[src/hdl/lss_pkg.sv]
// Shared types and constants for the lidar sector summary block.
// Holds the register map, the scan job and result records and the arctangent table.
// No dependencies.
`default_nettype none
package lss_pkg;

   typedef enum logic [2:0] {
      REG_FRONT_LOW_END    = 3'd0,
      REG_LEFT_END         = 3'd1,
      REG_RIGHT_START      = 3'd2,
      REG_FRONT_HIGH_START = 3'd3,
      REG_POSE_X           = 3'd4,
      REG_POSE_Y           = 3'd5,
      REG_POSE_HEADING     = 3'd6,
      REG_POSE_VALID       = 3'd7
   } reg_index_type;

   localparam logic [25:0] SUM_MAX     = 26'h3FF_FFFF;
   localparam logic [10:0] COUNT_MAX   = 11'd2047;
   localparam int          ATAN_ENTRIES = 24;
   localparam int          RUN_STEPS    = 26;

   typedef struct packed {
      logic        [9:0]  front_low_end;
      logic        [9:0]  left_end;
      logic        [9:0]  right_start;
      logic        [9:0]  front_high_start;
      logic signed [23:0] pose_x;
      logic signed [23:0] pose_y;
      logic signed [15:0] pose_heading;
      logic               pose_valid;
   } cfg_type;

   typedef struct packed {
      logic        [15:0] front_min;
      logic        [25:0] left_sum;
      logic        [10:0] left_count;
      logic        [25:0] right_sum;
      logic        [10:0] right_count;
      logic signed [23:0] goal_x;
      logic signed [23:0] goal_y;
   } job_type;

   typedef struct packed {
      logic               summary_valid;
      logic        [15:0] front_min_mm;
      logic        [15:0] left_avg_mm;
      logic        [15:0] right_avg_mm;
      logic        [24:0] goal_distance_mm;
      logic signed [15:0] heading_error;
   } res_type;

   // arctan(2^-i) as a fraction of one full turn, 2^32 per turn
   localparam logic [31:0] ATAN_TURN [ATAN_ENTRIES] = '{
      32'h20000000, 32'h12E4051E, 32'h09FB385B, 32'h051111D4, 32'h028B0D43, 32'h0145D7E1,
      32'h00A2F61E, 32'h00517C55, 32'h0028BE53, 32'h00145F2F, 32'h000A2F98, 32'h000517CC,
      32'h00028BE6, 32'h000145F3, 32'h0000A2FA, 32'h0000517D, 32'h000028BE, 32'h0000145F,
      32'h00000A30, 32'h00000518, 32'h0000028C, 32'h00000146, 32'h000000A3, 32'h00000051
   };

endpackage
`default_nettype wire

[src/hdl/lss_front.sv]
// Front end of the lidar sector summary: classifies each sample and accumulates sectors.
// Depends on lss_pkg; hands a finished scan to the job queue on the last sample.
`default_nettype none
module lss_front #(
   parameter int MAX_BEAMS    = 1024,
   parameter int NO_RETURN_MM = 10000
) (
   input  wire              clock,
   input  wire              reset,
   input  wire              req_valid,
   output logic             req_ready,
   input  wire  [15:0]      range_mm,
   input  wire  [9:0]       beam_index,
   input  wire              last_sample,
   input  wire  [23:0]      goal_x,
   input  wire  [23:0]      goal_y,
   input  lss_pkg::cfg_type cfg,
   input  wire              queue_full,
   output logic             push,
   output lss_pkg::job_type push_job
);
   import lss_pkg::*;

   localparam logic [15:0] NO_RET = 16'(NO_RETURN_MM);

   logic [15:0] min_ff, min_in;
   logic [25:0] lsum_ff, lsum_in, rsum_ff, rsum_in;
   logic [10:0] lcnt_ff, lcnt_in, rcnt_ff, rcnt_in;
   logic [15:0] range_sub;
   logic [26:0] lsum_add, rsum_add;
   logic        accept, in_range, is_front, is_left, is_right;

   assign req_ready = !queue_full;
   assign accept    = req_valid && req_ready;
   assign range_sub = (range_mm == 16'd0 || range_mm == 16'hFFFF) ? NO_RET : range_mm;
   assign in_range  = {3'b000, beam_index} < 13'(MAX_BEAMS);
   assign is_front  = in_range && (beam_index <= cfg.front_low_end ||
                                   beam_index >= cfg.front_high_start);
   assign is_left   = in_range && !is_front && beam_index <= cfg.left_end;
   assign is_right  = in_range && !is_front && !is_left && beam_index >= cfg.right_start;
   assign lsum_add  = {1'b0, lsum_ff} + {11'd0, range_sub};
   assign rsum_add  = {1'b0, rsum_ff} + {11'd0, range_sub};

   always_comb begin
      min_in  = min_ff;
      lsum_in = lsum_ff;
      lcnt_in = lcnt_ff;
      rsum_in = rsum_ff;
      rcnt_in = rcnt_ff;
      if (is_front && range_sub < min_ff) begin
         min_in = range_sub;
      end
      if (is_left) begin
         lsum_in = lsum_add[26] ? SUM_MAX : lsum_add[25:0];
         lcnt_in = (lcnt_ff == COUNT_MAX) ? lcnt_ff : lcnt_ff + 11'd1;
      end
      if (is_right) begin
         rsum_in = rsum_add[26] ? SUM_MAX : rsum_add[25:0];
         rcnt_in = (rcnt_ff == COUNT_MAX) ? rcnt_ff : rcnt_ff + 11'd1;
      end
   end

   assign push = accept && last_sample;
   always_comb begin
      push_job.front_min   = min_in;
      push_job.left_sum    = lsum_in;
      push_job.left_count  = lcnt_in;
      push_job.right_sum   = rsum_in;
      push_job.right_count = rcnt_in;
      push_job.goal_x      = goal_x;
      push_job.goal_y      = goal_y;
   end

   always_ff @(posedge clock) begin
      if (reset || push) begin
         min_ff  <= NO_RET;
         lsum_ff <= '0;
         lcnt_ff <= '0;
         rsum_ff <= '0;
         rcnt_ff <= '0;
      end else if (accept) begin
         min_ff  <= min_in;
         lsum_ff <= lsum_in;
         lcnt_ff <= lcnt_in;
         rsum_ff <= rsum_in;
         rcnt_ff <= rcnt_in;
      end
   end
endmodule
`default_nettype wire

[src/hdl/lss_queue.sv]
// Two-entry queue of finished scan jobs between the front and back ends.
// Depends on lss_pkg for the job record.
`default_nettype none
module lss_queue (
   input  wire              clock,
   input  wire              reset,
   input  wire              push,
   input  lss_pkg::job_type push_job,
   output logic             full,
   input  wire              pop,
   output lss_pkg::job_type pop_job,
   output logic             not_empty
);
   import lss_pkg::*;

   job_type    mem_ff [2];
   logic       wr_ptr_ff, rd_ptr_ff;
   logic [1:0] count_ff;

   assign full      = (count_ff == 2'd2);
   assign not_empty = (count_ff != 2'd0);
   assign pop_job   = mem_ff[rd_ptr_ff];

   always_ff @(posedge clock) begin
      if (push) begin
         mem_ff[wr_ptr_ff] <= push_job;
      end
   end

   always_ff @(posedge clock) begin
      if (reset) begin
         wr_ptr_ff <= 1'b0;
         rd_ptr_ff <= 1'b0;
         count_ff  <= 2'd0;
      end else begin
         if (push) begin
            wr_ptr_ff <= !wr_ptr_ff;
         end
         if (pop) begin
            rd_ptr_ff <= !rd_ptr_ff;
         end
         case ({push, pop})
            2'b10:   count_ff <= count_ff + 2'd1;
            2'b01:   count_ff <= count_ff - 2'd1;
            default: count_ff <= count_ff;
         endcase
      end
   end
endmodule
`default_nettype wire

[src/hdl/lss_back.sv]
// Back end: per-scan averages, goal distance and bearing error, one step a cycle.
// Depends on lss_pkg; takes jobs from lss_queue and holds the result register.
`default_nettype none
module lss_back #(
   parameter int CORDIC_STEPS = 16
) (
   input  wire              clock,
   input  wire              reset,
   input  lss_pkg::cfg_type cfg,
   input  wire              job_ready,
   input  lss_pkg::job_type job,
   output logic             pop,
   output logic             rsp_valid,
   input  wire              rsp_ready,
   output lss_pkg::res_type result
);
   import lss_pkg::*;

   typedef enum logic [2:0] {ST_IDLE, ST_MUL_X, ST_MUL_Y, ST_RUN, ST_DONE} state_type;

   state_type          state_ff, state_in;
   job_type            job_ff, job_in;
   logic signed [24:0] dx_ff, dx_in, dy_ff, dy_in;
   logic        [4:0]  iter_ff, iter_in;
   logic        [50:0] sq_rem_ff, sq_rem_in, sq_r_ff, sq_r_in, sq_bit_ff, sq_bit_in;
   logic        [11:0] lrem_ff, lrem_in, rrem_ff, rrem_in;
   logic        [25:0] lnum_ff, lnum_in, rnum_ff, rnum_in, lq_ff, lq_in, rq_ff, rq_in;
   logic signed [57:0] cx_ff, cx_in, cy_ff, cy_in;
   logic        [31:0] cz_ff, cz_in;
   logic               zero_ff, zero_in;
   logic               out_valid_ff, out_valid_in;
   res_type            out_ff, out_in;

   logic signed [24:0] dx_new, dy_new, mul_op;
   logic signed [49:0] prod;
   logic signed [57:0] xs, ys, x0, y0;
   logic        [50:0] trial;
   logic        [11:0] lt, rt;
   logic        [31:0] err;
   logic        [24:0] root_rnd;
   logic               out_free;

   assign dx_new   = 25'(job.goal_x) - 25'(cfg.pose_x);
   assign dy_new   = 25'(job.goal_y) - 25'(cfg.pose_y);
   assign mul_op   = (state_ff == ST_MUL_X) ? dx_ff : dy_ff;
   assign prod     = mul_op * mul_op;
   assign x0       = 58'(dx_new) <<< 30;
   assign y0       = 58'(dy_new) <<< 30;
   assign xs       = cx_ff >>> iter_ff;
   assign ys       = cy_ff >>> iter_ff;
   assign trial    = sq_r_ff + sq_bit_ff;
   assign lt       = {lrem_ff[10:0], lnum_ff[25]};
   assign rt       = {rrem_ff[10:0], rnum_ff[25]};
   assign err      = cz_ff - {cfg.pose_heading, 16'd0} + 32'h0000_8000;
   assign root_rnd = (sq_rem_ff > sq_r_ff) ? sq_r_ff[24:0] + 25'd1 : sq_r_ff[24:0];
   assign out_free = !out_valid_ff || rsp_ready;
   assign pop      = (state_ff == ST_IDLE) && job_ready;

   assign rsp_valid = out_valid_ff;
   assign result    = out_ff;

   always_comb begin
      state_in     = state_ff;
      job_in       = job_ff;
      dx_in        = dx_ff;
      dy_in        = dy_ff;
      iter_in      = iter_ff;
      sq_rem_in    = sq_rem_ff;
      sq_r_in      = sq_r_ff;
      sq_bit_in    = sq_bit_ff;
      lrem_in      = lrem_ff;
      rrem_in      = rrem_ff;
      lnum_in      = lnum_ff;
      rnum_in      = rnum_ff;
      lq_in        = lq_ff;
      rq_in        = rq_ff;
      cx_in        = cx_ff;
      cy_in        = cy_ff;
      cz_in        = cz_ff;
      zero_in      = zero_ff;
      out_valid_in = out_valid_ff && !rsp_ready;
      out_in       = out_ff;
      unique case (state_ff)
         ST_IDLE: begin
            if (job_ready) begin
               job_in   = job;
               dx_in    = dx_new;
               dy_in    = dy_new;
               zero_in  = (dx_new == 25'sd0) && (dy_new == 25'sd0);
               // Left half-plane is turned through half a turn before vectoring.
               cx_in    = dx_new[24] ? -x0 : x0;
               cy_in    = dx_new[24] ? -y0 : y0;
               cz_in    = dx_new[24] ? 32'h8000_0000 : 32'd0;
               state_in = ST_MUL_X;
            end
         end
         ST_MUL_X: begin
            sq_rem_in = {1'b0, prod};
            state_in  = ST_MUL_Y;
         end
         ST_MUL_Y: begin
            sq_rem_in = sq_rem_ff + {1'b0, prod};
            sq_r_in   = '0;
            sq_bit_in = 51'd1 << 50;
            lrem_in   = '0;
            rrem_in   = '0;
            lnum_in   = job_ff.left_sum;
            rnum_in   = job_ff.right_sum;
            iter_in   = '0;
            state_in  = ST_RUN;
         end
         ST_RUN: begin
            if (sq_rem_ff >= trial) begin
               sq_rem_in = sq_rem_ff - trial;
               sq_r_in   = (sq_r_ff >> 1) + sq_bit_ff;
            end else begin
               sq_r_in   = sq_r_ff >> 1;
            end
            sq_bit_in = sq_bit_ff >> 2;
            if (lt >= {1'b0, job_ff.left_count}) begin
               lrem_in = lt - {1'b0, job_ff.left_count};
               lq_in   = {lq_ff[24:0], 1'b1};
            end else begin
               lrem_in = lt;
               lq_in   = {lq_ff[24:0], 1'b0};
            end
            if (rt >= {1'b0, job_ff.right_count}) begin
               rrem_in = rt - {1'b0, job_ff.right_count};
               rq_in   = {rq_ff[24:0], 1'b1};
            end else begin
               rrem_in = rt;
               rq_in   = {rq_ff[24:0], 1'b0};
            end
            lnum_in = {lnum_ff[24:0], 1'b0};
            rnum_in = {rnum_ff[24:0], 1'b0};
            if (!zero_ff && {27'd0, iter_ff} < 32'(CORDIC_STEPS)) begin
               if (cy_ff > 58'sd0) begin
                  cx_in = cx_ff + ys;
                  cy_in = cy_ff - xs;
                  cz_in = cz_ff + ATAN_TURN[iter_ff];
               end else begin
                  cx_in = cx_ff - ys;
                  cy_in = cy_ff + xs;
                  cz_in = cz_ff - ATAN_TURN[iter_ff];
               end
            end
            iter_in = iter_ff + 5'd1;
            if (iter_ff == 5'(RUN_STEPS - 1)) begin
               state_in = ST_DONE;
            end
         end
         ST_DONE: begin
            if (out_free) begin
               out_in = '0;
               if (cfg.pose_valid) begin
                  out_in.summary_valid    = 1'b1;
                  out_in.front_min_mm     = job_ff.front_min;
                  out_in.left_avg_mm      = (job_ff.left_count == 11'd0) ? 16'd0 :
                                            (lq_ff[25:16] != 10'd0) ? 16'hFFFF : lq_ff[15:0];
                  out_in.right_avg_mm     = (job_ff.right_count == 11'd0) ? 16'd0 :
                                            (rq_ff[25:16] != 10'd0) ? 16'hFFFF : rq_ff[15:0];
                  out_in.goal_distance_mm = root_rnd;
                  out_in.heading_error    = err[31:16];
               end
               out_valid_in = 1'b1;
               state_in     = ST_IDLE;
            end
         end
         default: state_in = ST_IDLE;
      endcase
   end

   always_ff @(posedge clock) begin
      if (reset) begin
         state_ff     <= ST_IDLE;
         out_valid_ff <= 1'b0;
      end else begin
         state_ff     <= state_in;
         out_valid_ff <= out_valid_in;
      end
      job_ff    <= job_in;
      dx_ff     <= dx_in;
      dy_ff     <= dy_in;
      iter_ff   <= iter_in;
      sq_rem_ff <= sq_rem_in;
      sq_r_ff   <= sq_r_in;
      sq_bit_ff <= sq_bit_in;
      lrem_ff   <= lrem_in;
      rrem_ff   <= rrem_in;
      lnum_ff   <= lnum_in;
      rnum_ff   <= rnum_in;
      lq_ff     <= lq_in;
      rq_ff     <= rq_in;
      cx_ff     <= cx_in;
      cy_ff     <= cy_in;
      cz_ff     <= cz_in;
      zero_ff   <= zero_in;
      out_ff    <= out_in;
   end
endmodule
`default_nettype wire

[src/hdl/lidar_sector_summary.sv]
// Lidar sector summary: one range sample per request, one summary per scan.
// Throughput: one sample request per cycle while the job queue is not full; a scan summary
// runs in the back end through the 26 one-bit steps shared by the square root, the two dividers and the CORDIC.
// Reset (synchronous, active high) restores the default sector bounds, clears the pose,
// empties the job queue and clears the sector accumulators.
`default_nettype none
module lidar_sector_summary #(
   parameter int MAX_BEAMS    = 1024,
   parameter int NO_RETURN_MM = 10000,
   parameter int CORDIC_STEPS = 16
) (
   input  wire         clock,
   input  wire         reset,
   // Sample requests.
   input  wire         req_tvalid,
   output logic        req_tready,
   // range_mm [15:0], beam_index [25:16], goal_x [49:26], goal_y [73:50], zeros above
   input  wire  [79:0] req_tdata,
   input  wire         req_tlast,
   // Summary results.
   output logic        rsp_tvalid,
   input  wire         rsp_tready,
   // front_min_mm [15:0], left_avg_mm [31:16], right_avg_mm [47:32],
   // goal_distance_mm [72:48], heading_error [88:73], zeros above
   output logic [95:0] rsp_tdata,
   // summary_valid [0]
   output logic        rsp_tuser,
   // Register port.
   input  wire         csr_psel,
   input  wire         csr_penable,
   input  wire         csr_pwrite,
   input  wire  [4:0]  csr_paddr,
   input  wire  [31:0] csr_pwdata,
   output logic [31:0] csr_prdata,
   output logic        csr_pready
);
   import lss_pkg::*;

   cfg_type       cfg_ff;
   reg_index_type csr_index;
   logic          csr_write;
   logic          push, full, pop, not_empty;
   job_type       push_job, pop_job;
   res_type       result;

   // The register port never waits; writes land in the access phase.
   assign csr_pready = 1'b1;
   assign csr_index  = reg_index_type'(csr_paddr[4:2]);
   assign csr_write  = csr_psel && csr_penable && csr_pwrite && csr_pready;

   always_ff @(posedge clock) begin
      if (reset) begin
         cfg_ff.front_low_end    <= 10'd30;
         cfg_ff.left_end         <= 10'd90;
         cfg_ff.right_start      <= 10'd270;
         cfg_ff.front_high_start <= 10'd330;
         cfg_ff.pose_x           <= '0;
         cfg_ff.pose_y           <= '0;
         cfg_ff.pose_heading     <= '0;
         cfg_ff.pose_valid       <= 1'b0;
      end else if (csr_write) begin
         unique case (csr_index)
            REG_FRONT_LOW_END:    cfg_ff.front_low_end    <= csr_pwdata[9:0];
            REG_LEFT_END:         cfg_ff.left_end         <= csr_pwdata[9:0];
            REG_RIGHT_START:      cfg_ff.right_start      <= csr_pwdata[9:0];
            REG_FRONT_HIGH_START: cfg_ff.front_high_start <= csr_pwdata[9:0];
            REG_POSE_X:           cfg_ff.pose_x           <= csr_pwdata[23:0];
            REG_POSE_Y:           cfg_ff.pose_y           <= csr_pwdata[23:0];
            REG_POSE_HEADING:     cfg_ff.pose_heading     <= csr_pwdata[15:0];
            REG_POSE_VALID:       cfg_ff.pose_valid       <= csr_pwdata[0];
            default:              cfg_ff.pose_valid       <= cfg_ff.pose_valid;
         endcase
      end
   end

   // Reads return the stored bits, zero-extended.
   always_comb begin
      unique case (csr_index)
         REG_FRONT_LOW_END:    csr_prdata = {22'd0, cfg_ff.front_low_end};
         REG_LEFT_END:         csr_prdata = {22'd0, cfg_ff.left_end};
         REG_RIGHT_START:      csr_prdata = {22'd0, cfg_ff.right_start};
         REG_FRONT_HIGH_START: csr_prdata = {22'd0, cfg_ff.front_high_start};
         REG_POSE_X:           csr_prdata = {8'd0, cfg_ff.pose_x};
         REG_POSE_Y:           csr_prdata = {8'd0, cfg_ff.pose_y};
         REG_POSE_HEADING:     csr_prdata = {16'd0, cfg_ff.pose_heading};
         REG_POSE_VALID:       csr_prdata = {31'd0, cfg_ff.pose_valid};
         default:              csr_prdata = '0;
      endcase
   end

   // The front end folds each sample into the running sector figures and,
   // on the last sample, hands the whole scan to the queue as one job.
   lss_front #(
      .MAX_BEAMS   (MAX_BEAMS),
      .NO_RETURN_MM(NO_RETURN_MM)
   ) u_front (
      .clock      (clock),
      .reset      (reset),
      .req_valid  (req_tvalid),
      .req_ready  (req_tready),
      .range_mm   (req_tdata[15:0]),
      .beam_index (req_tdata[25:16]),
      .last_sample(req_tlast),
      .goal_x     (req_tdata[49:26]),
      .goal_y     (req_tdata[73:50]),
      .cfg        (cfg_ff),
      .queue_full (full),
      .push       (push),
      .push_job   (push_job)
   );

   // Two scans may wait here while the back end works, so the next scan
   // streams in without stalling while a place is free.
   lss_queue u_queue (
      .clock    (clock),
      .reset    (reset),
      .push     (push),
      .push_job (push_job),
      .full     (full),
      .pop      (pop),
      .pop_job  (pop_job),
      .not_empty(not_empty)
   );

   // The back end works out averages, distance and bearing for one job at a
   // time and keeps the result in its own register until it is taken.
   lss_back #(
      .CORDIC_STEPS(CORDIC_STEPS)
   ) u_back (
      .clock    (clock),
      .reset    (reset),
      .cfg      (cfg_ff),
      .job_ready(not_empty),
      .job      (pop_job),
      .pop      (pop),
      .rsp_valid(rsp_tvalid),
      .rsp_ready(rsp_tready),
      .result   (result)
   );

   assign rsp_tuser = result.summary_valid;
   assign rsp_tdata = {7'd0, result.heading_error, result.goal_distance_mm,
                       result.right_avg_mm, result.left_avg_mm, result.front_min_mm};
endmodule
`default_nettype wire

[config.mk]
export PLATFORM = sky130hd
export DESIGN_NAME = lidar_sector_summary
export DESIGN_NICKNAME = d
export VERILOG_FILES = /design/src/hdl/lss_pkg.sv /design/src/hdl/lss_front.sv /design/src/hdl/lss_queue.sv /design/src/hdl/lss_back.sv /design/src/hdl/lidar_sector_summary.sv
export SDC_FILE = /design/constraint.sdc
export NUM_CORES = 2
export LEC_CHECK = 0
export BUFFER_PORTS_ARGS = -buffer_cell sky130_fd_sc_hd__buf_2
export CAP_MARGIN = 25
export CORE_ASPECT_RATIO = 1.2
export CORE_MARGIN = 10
export CORE_UTILIZATION = 35
export DETAILED_ROUTE_END_ITERATION = 12
export HOLD_SLACK_MARGIN = 0.02
export PLACE_DENSITY = 0.6
export SYNTH_ARGS = -nofsm -noshare
export SYNTH_HDL_FRONTEND = slang
export SYNTH_HIERARCHICAL = 1
export SYNTH_SLANG_ARGS = --single-unit
[constraint.sdc]
create_clock -name clock -period 30.7 [get_ports clock]
set_clock_uncertainty 0.1 [all_clocks]
set_input_delay 4.605 -clock clock [delete_from_list [all_inputs] [get_ports clock]]
set_output_delay 4.605 -clock clock [all_outputs]
set_load 0.005 [all_outputs]
==> results.yml <==
worst_setup_path:
  cp_data_arrival_time_ns: 13.28
  critPathRequiredTime_ns: 31.15
  timing.critical_path.slowest_cell_delay_ns: 0.71
  crit_type: "reg2reg"
  end_kind: "register"
  cp_slowest_cell: "a2111oi_0"
  worst-path-max-fanout: 28
  timing.critical_path.buf_inv: 10
  crit_path_start_kind: "register"
  worst_path_dominant_cell_family: "adder cells"
sta:
  report.final.hold_viol_count: 0
  least_margin_pin_slew_ns: 1.179
  setup_violations: 0
  min_period_over_period: 0.4181
  timing.max_slew.rel_slack: 0.2055
  timing.fmax_mhz: 77.91
  grt_setup_unrepaired: "no"
  timing_max_transition_violations_final: 0
  finalCriticalPeriod_ns: 12.84
  tns_ns: 0
clock_network:
  cts.sink_count: 1118
  cts_resized: 0
  cts_tree: "built"
  h-tree-depth: 4
  clock_latency_ns: 0.85
  ctsHoldBuffers: 0
  numCtsBuffers: 141
  cts.root.buffer_cell: "clkbuf_16"
  clk_pin_slew_ns: 0.07
  cts_max_path_buffers: 4
  cts_setup_buffers: 0
layout:
  area_growth_pct: 8.846
  nFillCells: 30384
  stdcell_area_sq_um: 114700
  area_used_by_multi_input_combinational_logic_sq_um: 66830
  final_cell_mix: "inv_1 (1,164), nand2_1 (978), edfxtp_1 (914), nor2_1 (859), ha_1 (701)"
  nNetsFinal: 12453
  post_route_cells_drive_above_1_share: 0.09900
  mostFrequentLayoutCell: "inv_1"
  final-seq-area_sq_um: 31540
global_routing:
  grt_max_degree: 140
  number_of_antenna_violations_at_the_first_check_in_global_routing: 35
  grt-ovfl-total: 0
  first_global_vias: 81881
  globalRouteTotalUtil: 0.1958
  wire_length_of_the_first_global_routing_pass_um: 501000
routing:
  remaining_drc_errors: 0
  detailedRoute.firstIterationViolations: 6966
  drt_wl_total_um: 330600
  detail_route.wl_per_cell_um: 21.88
  total_number_of_vias: 83444
  antenna_violating_nets_post_route: 0
  drt-pass1-iter-count: 6
  routed_via_density: 5.521
placement:
  portBuffers: 224
  dpl_cell_area_sq_um: 110000
  detailedPlacementHpwl_um: 251200
  routabilityCongestion: 0.9433
logic_synthesis:
  post_synth_inst_count: 11048
  asyncSetResetFlopFracSynth: 0
  ys_types: 130
  synthesis.area_per_instance_sq_um: 9.542
  ys_ff_latch: 1118
  netlist_area_sq_um: 105400
  post_synthesis_sequential_area_ratio: 0.2991
  synth_flop_cell: "edfxtp_1"
  synth_enable_flop_cells: 914
  yosys_warnings: 6
die:
  die-width_um: 521.0
  core_rows: 220
  design.core.area_sq_um: 299500
  die-area_sq_um: 323600
  start_util: 0.3520
  die_h_um: 621.2
  io_pins: 257
run:
  max_cap_violations: 0
hold_path:
  hold_path.class: "reg2reg"
status:
  outcome: "finished, final reports clean"
-- synth_stat cells, types with 96 or more instances --
cell type | count | share of area
dfxtp_1 | 204 | 0.039
mux2i_1 | 272 | 0.026
and3_1 | 118 | 0.0070
nor3_1 | 171 | 0.0081
o21ai_0 | 488 | 0.023
inv_1 | 1169 | 0.042
nor2_1 | 865 | 0.031
mux4_2 | 138 | 0.029
nand2b_1 | 168 | 0.010
clkbuf_1 | 317 | 0.011
ha_1 | 701 | 0.083
a21o_1 | 286 | 0.020
xnor2_1 | 397 | 0.033
edfxtp_1 | 914 | 0.26
o21a_1 | 100 | 0.0071
xor2_1 | 257 | 0.021
buf_4 | 96 | 0.0068
a211oi_1 | 107 | 0.0076
fa_1 | 619 | 0.12
nand3_1 | 207 | 0.0098
nand2_1 | 979 | 0.035
a31oi_1 | 143 | 0.0085
mux2_2 | 228 | 0.024
a21oi_1 | 656 | 0.031
-- routing by layer --
metal	vias up	track usage	routed length [um]
li1	39103	-	-
met1	40731	0.2530	138500
met2	2867	0.3168	150900
met3	715	0.03148	21390
met4	28	0.09829	19600
met5	-	0	202
-- final cells by class --
class | count | share of cell area
inverter | 1181 | 0.03877
clock inverter | 74 | 0.008146
tap | 3996 | 0.04358
antenna | 6 | 0.0001309
timing repair buffer | 362 | 0.01929
sequential | 1118 | 0.2749
clock buffer | 172 | 0.03276
multi-input combinational | 8204 | 0.5825
-- path summary, 6_finish.rpt --
path / start / to / slack [ns] / cells past startpoint
setup / recovery: u_back/state_ff[0] / u_back/sq_rem_ff[48] / 17.86 / 40
hold / removal: u_back/lq_ff[24] / u_back/lq_ff[25] / 0.35 / 0
setup reg to reg: u_back/state_ff[0] / u_back/sq_rem_ff[48] / 17.86 / 40
hold reg to reg: u_back/lq_ff[24] / u_back/lq_ff[25] / 0.35 / 0
-- logic make-up after synthesis --
kind of cell | Yosys count | share of synthesized area
compound gates | 2450 | 0.1519
xor+xnor | 655 | 0.05449
simple gates | 3098 | 0.1392
other cells | 2 | 0.00007124
flops | 1118 | 0.2991
fa+ha+maj | 1326 | 0.2013
buf+inv | 1740 | 0.06908
mux | 659 | 0.08476
-- registers in the layout (all words and copies together) (netlist names), 16 cells and up, named ones only --
register / cells
u_back/cx_ff: 58
u_queue/mem_ff: 276
u_back/rnum_ff: 26
u_back/lq_ff: 26
u_back/dy_ff: 25
cfg_ff: 105
u_back/dx_ff: 25
u_back/lnum_ff: 26
u_back/job_ff: 90
u_back/sq_rem_ff: 51
u_back/rq_ff: 26
u_back/sq_bit_ff: 26
u_back/cy_ff: 58
u_back/sq_r_ff: 51
u_front/lsum_ff: 26
u_back/cz_ff: 32
u_back/result: 90
u_front/min_ff: 16
u_front/rsum_ff: 26
-- per-stage QoR --
step / setup slack (ns) / hold slack [ns] / std cells / utilization
2_1_floorplan: 11.75 / 0.3268 / 11062 / -
3_3_place_gp: 17.96 / 0.3303 / 14853 / 0.3671
3_5_place_dp: 17.93 / 0.3355 / 14860 / 0.3674
4_1_cts: 17.91 / 0.3491 / 15106 / 0.3830
5_1_grt: 17.12 / 0.3525 / 15109 / 0.3831
6_report: 17.86 / 0.3470 / 15113 / 0.3831
-- worst reg2reg max path, delay by kind of cell (launching register included) --
family / cells / cell delay [ns]
adders and majority gates: 9 / 4.20
xor gates and xnor gates: 2 / 0.81
DFF: 1 / 0.56
muxes: 1 / 0.29
and+or+nand+nor: 8 / 1.44
AOI/OAI and AO/OA: 10 / 3.25
buffers and inverters: 10 / 1.94
Power is left out: the tool's default activity adds up to more than one toggle a clock period on the data nets, which glitch-free logic cannot reach.
